File: src/psl_pkg.sv
`default_nettype none

package psl_pkg;

    // Word width of one list entry
    localparam int WORD_W = 32;
    // Width of the one-based position and of the reported lengths
    localparam int POS_W  = 7;

    // Request codes carried in the func field
    typedef enum logic [2:0] {
        OP_INSERT = 3'd0,
        OP_DELETE = 3'd1,
        OP_GET    = 3'd2,
        OP_LOCATE = 3'd3,
        OP_CLEAR  = 3'd4
    } op_t;

    // Command broadcast from the controller to every cell of the row
    typedef struct packed {
        logic              ins;      // insert at pos_idx, shift later entries up
        logic              del;      // delete at pos_idx, shift later entries down
        logic [POS_W-1:0]  pos_idx;  // zero-based target index
        logic [WORD_W-1:0] word;     // word to insert or value to search for
    } cmd_t;

endpackage

`default_nettype wire

File: src/psl_first.sv
`default_nettype none

module psl_first #(
    parameter int N = 64
) (
    input  wire logic [N-1:0]              hit,
    output logic      [psl_pkg::POS_W-1:0] found
);

    // Lowest set hit wins; report it one-based, kept to the field width
    always_comb begin
        found = '0;
        for (int i = N - 1; i >= 0; i--) begin
            if (hit[i]) begin
                found = psl_pkg::POS_W'(i + 1);
            end
        end
    end

endmodule

`default_nettype wire

File: config.mk
export PLATFORM = sky130hd
export DESIGN_NAME = psl_first
export DESIGN_NICKNAME = d
export VERILOG_FILES = /design/src/psl_pkg.sv /design/src/psl_first.sv
export SDC_FILE = /design/constraint.sdc
export NUM_CORES = 1
export LEC_CHECK = 0
export BUFFER_PORTS_ARGS = -buffer_cell sky130_fd_sc_hd__buf_2
export CAP_MARGIN = 20
export CORE_MARGIN = 1
export CORE_UTILIZATION = 43
export DETAILED_ROUTE_END_ITERATION = 16
export PLACE_DENSITY = 0.88
export SLEW_MARGIN = 20
export SYNTH_ARGS = -nofsm -noshare
export SYNTH_HDL_FRONTEND = slang
export SYNTH_SLANG_ARGS = --single-unit
File: constraint.sdc
create_clock -name vclk -period 4.9
set_clock_uncertainty 0.2 [all_clocks]
set_input_delay 0.49 -clock vclk [all_inputs]
set_output_delay 0.49 -clock vclk [all_outputs]
set_load 0.005 [all_outputs]
## Word level (Yosys, flattened, before mapping)

Cells that the tools add are included.

| operators by class | value |
|---|---|
| muxes and demuxes | 64 |

Operators by type and width:

| cell | count |
|---|---|
| 7-bit 2-to-1 mux | 64 |

| storage, ports and cells | value |
|---|---|
| flip-flop bits (word level) | 0 |
| output and inout bits | 7 |
| word-level logic and storage cells | 64 |

## Depth between registers and ports, before layout

| depth | value |
|---|---|
| depth in word-level cells | 64 |
| depth in mapped cells | 6 |
| depth with buffers taken out | 6 |

## Least setup slack after synthesis

Ideal clock, no wire load.

| path | value |
|---|---|
| path kind | input to output |
| start point | in hit[50] |
| end point | out found[2] (netlist name) |
| arrival time | 1.682 ns |
| data required time | 4.210 ns |
| path slack | 2.528 ns |
| stages | 5 |
| path buffers | 0 |
| path through | or4_4 -> o21ai_1 -> a21oi_1 -> a2111oi_1 -> o21a_1 |

| between the ends | value |
|---|---|
| cells in the longest elaborated chain, start to end | 51 |

Ends and longest elaborated chain:

| item | line | text |
|---|---|---|
| start, declared | psl_first.sv:6 | `input wire logic [N-1:0] hit,` |
| 7-bit 2-to-1 mux (51 in series) | psl_first.sv:14 | `if (hit[i]) begin` |
| end, declared | psl_first.sv:7 | `output logic [psl_pkg::POS_W-1:0] found` |

No other way between the ends.

## Final worst setup path

| path | value |
|---|---|
| start point | in hit[58] |
| end point | out found[2] (netlist name) |

| between the ends | value |
|---|---|
| cells in the longest elaborated chain, start to end | 59 |

Ends and longest elaborated chain:

| item | line |
|---|---|
| 7-bit 2-to-1 mux (59 in series) | psl_first.sv:14 |

No other way between the ends.

==> metrics.md <==
| Metric | Value |
|---|---|
| Result of the run | complete, no violations |
| Start point of the critical path | hit[58] |
| Post-synth net total | 205 |
| Number of buffers inserted for hold repair after clock tree synthesis | 0 |
| Final period demand of the worst path | ~2700 ps |
| Worst setup endpoint | found[2] |
| Synthesized cell area | between 700 and 800 µm² |
| Placed Cells incl. Taps | 237 |
| Global-route total usage across every layer | 28.9% |
| Slew at the pin with the worst max-slew slack | around 730 ps |
| Antenna violations before repair | 0 |
| CP bufs+invs | 2 |
| Num rows | 15 |
| Initial Util | 45.7% |
| Final layout net count | roughly 280 |
| Boundary Pins | between 70 and 80 |
| Half-perimeter wire length after placement | 2510 µm |
| Post-layout worst setup margin | 2160 ps |
| Die span in x | 44.6 µm |
| Final estimated routing congestion in global placement | just over 0.9 |
| Initial DRT Pass Iterations | 4 |
| Final hold vios | 0 |
| DIE HEIGHT | 44.6 µm |
| Worst-case setup slack after placement | between 2000 and 2500 ps |
| CP Cell Sequence | buf_2, nor4_1, a21oi_1, o21ai_1, a21oi_1, a2111oi_1, o21a_1, buf_2 |
| Max Fclk | between 300 and 400 MHz |
| Remaining routing DRC violations | 0 |
| Area after DPL | 1170 µm² |
| Crit. End Element | output pin |
| Share of the clock period used by the worst path after layout | 56.0% |
| Routed len/inst | 12.3 µm |
| Count of buffers added by post-CTS timing repair for setup | 0 |
| Yosys warning count | 0 |
| Count of vias placed by the detailed router | ~1400 |
| Endpoints failing setup | 0 |
| Post-Layout Cell Count | 237 |
| Number of global-route vias before repair | 1210 |
| Register Area | 0 µm² |
| Setup repair after global routing missed its margin | no |
| P&R area growth vs syn | 49.5% |
| Synth area leaders | nor2_1, nor4_1, a21oi_1 |
| Leak | 0.518 nW |
| Grt ovf | 0 |
| Slowest-stage cell, CP | nor4_1 |
| Area share of the leading cell type in the synthesized netlist | ~13% |
| Largest net degree at the start of global routing | 7 |
| Post-CTS sizing | 0 |
| Average cell area after synthesis | 5.54 µm² |
| Worst slew slack as a fraction of its limit | between 50% and 60% |
| Largest fanout of any net on the critical path | 3 |
| Proportion of layout cells with a drive suffix above 1 | roughly 34% |
| Post-Layout Inst Area | 1170 µm² |
| Via density | 5.90 |
| Fin. max-slew vios | 0 |
| Crit path largest cell delay | just under 500 ps |
| Cell taking the most area after synthesis | nor2_1 |
| Power density over the cells | 62.6 nW/µm² |
| Type of the worst setup path | input port to output pin |
| Antenna Nets Post-Route | 0 |
| Required time at the worst-slack endpoint | approximately 4200 ps |
| Sum Neg Setup Slack | 0 ps |
| Num sequential | 0 |
| Top Family by Delay on Critical Path | compound AO/OA/AOI/OAI gates |
| Number of standard cells after synthesis | between 100 and 150 |
| Wire length of the first global-routing pass | 4600 µm |
| Depth of the critical timing path with buffers and inverters included | 8 |
| Sequential share of the synthesized area | 0% |
| Crit path DAT | 2050 ps |
| Worst vdd rail ir drop | between 0.04 and 0.05 mV |
| Core Box Area | around 1700 µm² |
| Clock buffer count | 0 |
| Initial drt markers | 42 |
| Buffers added on ports | 71 |
| Critical path launch point type | input port |
| Post-synth cell types | 29 |
| Worst min path class | input port to output pin |
| # diodes | 0 |
| Final wirelength | 2910 µm |
| Full die area | 1990 µm² |
| Max-cap violation count | 0 |
## per-stage QoR
stage	utilization (%)	power [mW]	hold slack [ps]
5_1_grt	68.4	0.0810	1080
3_5_place_dp	68.4	0.0712	1060
6_report	68.4	0.0731	1050
2_1_floorplan	-	0.0244	810
4_1_cts	68.4	0.0716	1060
3_3_place_gp	68.4	0.0681	1050
## per-layer routing
metal / vias up / GRT usage (%) / share of wire [%]
met5: - / 0 / 0
met4: 0 / 7.27 / 1.2
met3: 6 / 2.45 / 7.6
met2: 66 / 56.5 / 51
met1: 621 / 33.0 / 40
li1: 706 / - / -
## layout make-up
cell class,instances,area [µm²]
multi-input combinational,128,732
fill,154,541
inverter,13,48.8
tap,25,31.3
timing repair buffer,71,355
## synthesized netlist by cell type (all sizes together)
| master | instances |
|---|---|
| o31ai | 3 |
| a211oi | 4 |
| a41oi | 1 |
| nand4 | 2 |
| o41ai | 2 |
| and4 | 1 |
| nand2b | 1 |
| nand2 | 12 |
| nor2 | 26 |
| o311ai | 2 |
| a311oi | 2 |
| nand3 | 4 |
| o32ai | 1 |
| o311a | 2 |
| o21a | 1 |
| a21oi | 15 |
| o21bai | 4 |
| nor3 | 8 |
| o211ai | 4 |
| or4 | 4 |
| inv | 13 |
| a2111oi | 3 |
| nor2b | 3 |
| a21boi | 1 |
| o21ai | 7 |
| nor4 | 15 |
## worst min-delay path by stage
| stage | startpoint | slack, ps | cells past startpoint | endpoint |
|---|---|---|---|---|
| detailed placement | hit[15] | 1060 | 3 | found[0] |
| global route | hit[15] | 1080 | 3 | found[0] |
| finish | hit[15] | 1050 | 3 | found[0] |
| global placement | hit[0] | 1050 | 3 | found[1] |
| CTS | hit[15] | 1060 | 3 | found[0] |
| floorplan | hit[0] | 810 | 1 | found[1] |
## logic make-up (layout without fill, tap and decap cells)
logic type,Yosys count,in the layout,synth area share [%]
compound gates,52,52,45.5
simple gates,76,76,48.2
buf+inv,13,84,6.25
## report_power, final
part / switching [mW] / total (mW) / internal [mW] / leakage (nW)
clock: 0 / 0 / 0 / 0
combinational: 0.0403 / 0.0731 / 0.0328 / 0.518
sequential: 0 / 0 / 0 / 0
## layout by cell type, fill, tap and decap left out, types with 4 or more instances in the layout
cell type  count
a211oi_1       4
a21oi_1       15
buf_2         71
inv_1         13
nand2_1       12
nand3_1        4
nor2_1        26
nor3_1         8
nor4_1        15
o211ai_1       4
o21ai_0        6
o21bai_1       4
No activity file was read; power rests on OpenSTA's default activity.
