[src/psl_pkg.sv]
`default_nettype none

package psl_pkg;

    // Word width of one list entry
    localparam int WORD_W = 32;
    // Width of the one-based position and of the reported lengths
    localparam int POS_W  = 7;

    // Request codes carried in the func field
    typedef enum logic [2:0] {
        OP_INSERT = 3'd0,
        OP_DELETE = 3'd1,
        OP_GET    = 3'd2,
        OP_LOCATE = 3'd3,
        OP_CLEAR  = 3'd4
    } op_t;

    // Command broadcast from the controller to every cell of the row
    typedef struct packed {
        logic              ins;      // insert at pos_idx, shift later entries up
        logic              del;      // delete at pos_idx, shift later entries down
        logic [POS_W-1:0]  pos_idx;  // zero-based target index
        logic [WORD_W-1:0] word;     // word to insert or value to search for
    } cmd_t;

endpackage

`default_nettype wire

[src/psl_cell.sv]
`default_nettype none

module psl_cell #(
    parameter int INDEX = 0
) (
    input  wire logic                      aclk,
    input  wire psl_pkg::cmd_t             ctl,
    input  wire logic                      live,       // this entry is inside the list
    input  wire logic [psl_pkg::WORD_W-1:0] left_val,  // entry of the cell below
    input  wire logic [psl_pkg::WORD_W-1:0] right_val, // entry of the cell above
    output logic      [psl_pkg::WORD_W-1:0] val,
    output logic                           hit,
    output logic      [psl_pkg::WORD_W-1:0] pick
);

    logic [psl_pkg::WORD_W-1:0] entry_reg;
    logic [psl_pkg::WORD_W-1:0] entry_next;
    logic                       at_pos;
    logic                       above_pos;

    // Position decode against this cell's fixed index
    assign at_pos    = (int'(ctl.pos_idx) == INDEX);
    assign above_pos = (int'(ctl.pos_idx) <  INDEX);

    // Shift / load selection
    always_comb begin
        entry_next = entry_reg;
        if (ctl.ins && at_pos) begin
            entry_next = ctl.word;
        end else if (ctl.ins && above_pos) begin
            entry_next = left_val;
        end else if (ctl.del && (at_pos || above_pos)) begin
            entry_next = right_val;
        end
    end

    always_ff @(posedge aclk) begin
        entry_reg <= entry_next;
    end

    assign val  = entry_reg;
    assign hit  = live && (entry_reg == ctl.word);
    assign pick = at_pos ? entry_reg : '0;

endmodule

`default_nettype wire

[config.mk]
export PLATFORM = sky130hd
export DESIGN_NAME = psl_cell
export DESIGN_NICKNAME = d
export VERILOG_FILES = /design/src/psl_pkg.sv /design/src/psl_cell.sv
export SDC_FILE = /design/constraint.sdc
export NUM_CORES = 1
export LEC_CHECK = 0
export BUFFER_PORTS_ARGS = -buffer_cell sky130_fd_sc_hd__clkbuf_2
export CAP_MARGIN = 5
export CORE_MARGIN = 3
export CORE_UTILIZATION = 42
export CTS_BUF_LIST = sky130_fd_sc_hd__clkbuf_16
export CTS_CLUSTER_SIZE = 40
export DETAILED_ROUTE_END_ITERATION = 10
export GPL_TIMING_DRIVEN = 0
export PLACE_DENSITY_LB_ADDON = 0.08
export SYNTH_ARGS = -nofsm -noshare
export SYNTH_HDL_FRONTEND = slang
export SYNTH_SLANG_ARGS = --single-unit
[constraint.sdc]
create_clock -name aclk -period 4.3 [get_ports aclk]
set_input_delay 0 -clock aclk [delete_from_list [all_inputs] [get_ports aclk]]
set_output_delay 0 -clock aclk [all_outputs]
set_load 0.005 [all_outputs]
Word level (Yosys, flattened, before mapping)

Cells that the tools add are included.

Eq/ne operators: 1
Mux-type cells: 3
Reduce and logical (&&, ||, !) cells: 5

Operators by type and width:

| operator             | count |
|---|---|
| 32-bit two-way mux   | 3 |
| 32-bit equality test | 1 |
| 7-bit zero test      | 1 |
| 1-bit logical AND    | 3 |
| 2-bit nonzero test   | 1 |

Bits in registers: 32
Input port bits: 107
Word-level logic and storage cells: 10

Longest topological paths before layout

Depth in word-level cells: 4
Mapped depth: 5
Mapped depth without buffers: 4

Worst setup path after synthesis

Ideal clock, no wire load.

Path type: input -> register
From: input port ctl[33] (netlist name)
To: register entry_reg (netlist bit val[0]) (enable)
Setup time: 391 ps
Arrival: 1888 ps
Data required time: 3909 ps
Slack: 2021 ps
Stages on the path: 4
Path buffers: 1
Cells stage by stage: or4_4 nor4_4 clkbuf_1 o21a_1

Word-level cells in the longest chain between the ends: 3
Elaborated cells between the ends (all ways): 4
Classes of those cells: reduce/logical (4)

Ends and longest elaborated chain:

| item                                        | line                           | text |
|---|---|---|
| from (decl)                                 | psl_cell.sv:7                  | `input wire psl_pkg::cmd_t ctl,` |
| 7-bit zero test *                           | psl_cell.sv:22                 | `assign at_pos = (int'(ctl.pos_idx) == INDEX);` |
| 1-bit logical AND, on equally long branches | psl_cell.sv:28, psl_cell.sv:32 |  |
| 2-bit nonzero test (no line) *              | -                              |  |
| to (signal assigned)                        | psl_cell.sv:38                 | `entry_reg <= entry_next;` |
| to (decl)                                   | psl_cell.sv:16                 | `logic [psl_pkg::WORD_W-1:0] entry_reg;` |

Mark *: on every way between the ends. The rest lies on a longest branch, timed or not.
A chain may end at the register's enable or synchronous reset.

Worst setup path in the final report

From: input port ctl[33] (netlist name)
To: register entry_reg (netlist bit val[3]) (enable)

The elaborated chain is that of the path after synthesis.

==> impl_metrics.ini <==
[clock_tree]
clkSinkCount = 32
tritoncts = done
clk_pin_slew_ps = 50
clk_path_buf_depth = 2
cts_root_buf = clkbuf_16
numCtsBuffers = 5
cts_resized = 0
ctsHtreeMaxLevel = 2
postCtsSetupBuffers = 0
cts.hold.buffers_added = 0

[global_route]
overflow = 0
grt_max_degree = 18
grt_pass1_vias = 1747
antenna_found_initial = 0
gr-usage-all-layers_pct = 18.9
grt_first_pass_wirelength_mm = 8.81

[run_status]
status = complete, no violations

[sta]
max_slew_margin_pct = 44.7
max_freq_ghz = 0.416
setup_viol = 0
grt_setup_unrepaired = no
hold_viol = 0
finalCriticalPeriod_ps = 2400
tns_ps = 0
finalMaxSlewViolations = 0
fin_crit_sh_pct = 55.9
worst_pin_slew_ps = 829

[pwr]
internal-power_w = 0.000607
power_density_nw_per_um2 = 250
p_clk_share_pct = 42.7
combPwrFrac_pct = 11.3
p_sw_share_pct = 19.4
peakVddDrop_mv = 0.165
seq_power_share_pct = 46.0
p_switching_w = 0.000147
leakage_nw = 1.54

[layout]
stdcell_area_um2 = 3020
largest_register_ff_count = 32
drive_gt1_share_pct = 61.4
syn2layout_area_growth_pct = 45.2
num_antenna_cells = 0
fin_util_pct = 66.2
fin_nets = 404

[placed_design]
io_buffers = 139
gp_congestion = 0.729
placed_area_um2 = 2890
dp_hpwl_mm = 4.38

[routing]
vias_per_cell = 4.78
dr.pass1.iters = 4
wire_per_inst_um = 15.1
vias = 1734
wl_mm = 5.49
drc = 0
first_iter_violations = 82
ant_nets = 0

[yosys]
synth.top_cell.area_share_pct = 46.2
synth-seq-cells = 32
ys_seq_area_share_pct = 46.2
yosysUniqueCellTypes = 16
synth_edf_count = 32
yosysWarnings = 0
yosys.area.top_type = edfxtp_1
syn_area_per_cell_um2 = 13.9
async_flop_share_pct = 0
synthCells = 150
synth_commonest_cells = and2_1, edfxtp_1, xor2_1
synthTopCellsByArea = edfxtp_1, mux2_4, xor2_1
syn_area_um2 = 2080
synthFlopType = edfxtp_1
syn_nets = 257

[die]
die-area_um2 = 5830
rows = 24
io_pins = 172
start_util_pct = 45.6
die_width_um = 76.4
die_height_um = 76.4
fp.coreArea_um2 = 4560

[critical_path]
startpoint_type = input pin
endpoint_kind = flop
arrival_ps = 2380
crit_fanout = 17
crit_start = ctl[33]
path_class = input pin to flop
crit_required_ps = 4270

[flow_run]
max_cap_violations = 0

[worst_hold_path]
hold_start = right_val[15]
hp-class = input pin to flop
-- worst paths after layout --
check / endpoint / slack [ps] / cells past startpoint
setup / recovery: val[3] / 1900 / 6
hold / removal: val[15] / 30 / 2
-- per-layer routing --
metal / vias to the layer above / GRT usage (%) / part of all wire (%)
li1: 831 / - / -
met1: 819 / 22.5 / 40
met2: 80 / 33.7 / 52
met3: 4 / 5.20 / 7.6
met4: 0 / 4.53 / 0.84
met5: - / 0 / 0
-- cell families (layout without fill, tap and decap cells) --
logic type,count (synthesis),in the layout,share of synthesized area [%]
buffers and inverters,6,154,2.16
flip-flops,32,32,46.2
AO/OA/AOI/OAI,1,1,0.361
XOR/XNOR,32,32,13.5
AND/OR/NAND/NOR,47,47,15.1
multiplexers,32,32,22.7
-- cells in the final DEF, fill, tap and decap left out --
cell / instances
inv_1: 2
mux2_4: 30
nor3_1: 2
clkbuf_2: 139
edfxtp_1: 32
o21a_1: 1
clkinv_1: 1
xor2_1: 31
mux2_2: 2
buf_6: 3
or4_4: 1
clkbuf_1: 3
buf_16: 1
nor4_4: 1
xnor2_1: 1
nand3_1: 2
clkbuf_16: 5
nand4_1: 1
and2_1: 32
nand2_4: 1
nor4_1: 7
-- worst max-delay path: stages --
cell      delay, ps
clkbuf_2         80
or4_4           530
nor4_4          390
clkbuf_1        390
o21a_1          740
buf_16          240
-- per-stage QoR --
stage                     hold WS [ps]  setup WS [ps]  cells  power (W)
after floorplan                   93.1           2020    150   0.000390
after global placement             290           1280    354   0.000436
after detailed placement           285           1570    355   0.000438
after CTS                         25.9           1860    363   0.000764
after global routing              24.5           1710    363   0.000789
final                             31.5           1900    363   0.000754
-- final cells by class --
type / count / area, um2
Clock buffer: 5 / 125
Clock inverter: 3 / 11.3
Tap cell: 65 / 81.3
Fill cell: 388 / 1540
Sequential cell: 32 / 961
Multi-Input combinational cell: 112 / 1070
Buffer: 6 / 45.0
Timing Repair Buffer: 140 / 723
-- power by group through the flow --
stage / logic, W / clock network [W] / registers, W
4_1_cts: 0.0000857 / 0.000331 / 0.000347
2_1_floorplan: 0.0000370 / 0 / 0.000353
6_report: 0.0000848 / 0.000322 / 0.000347
5_1_grt: 0.0000930 / 0.000349 / 0.000347
3_5_place_dp: 0.0000847 / 0 / 0.000353
3_3_place_gp: 0.0000828 / 0 / 0.000353
Power figures use the tool's default switching activity.
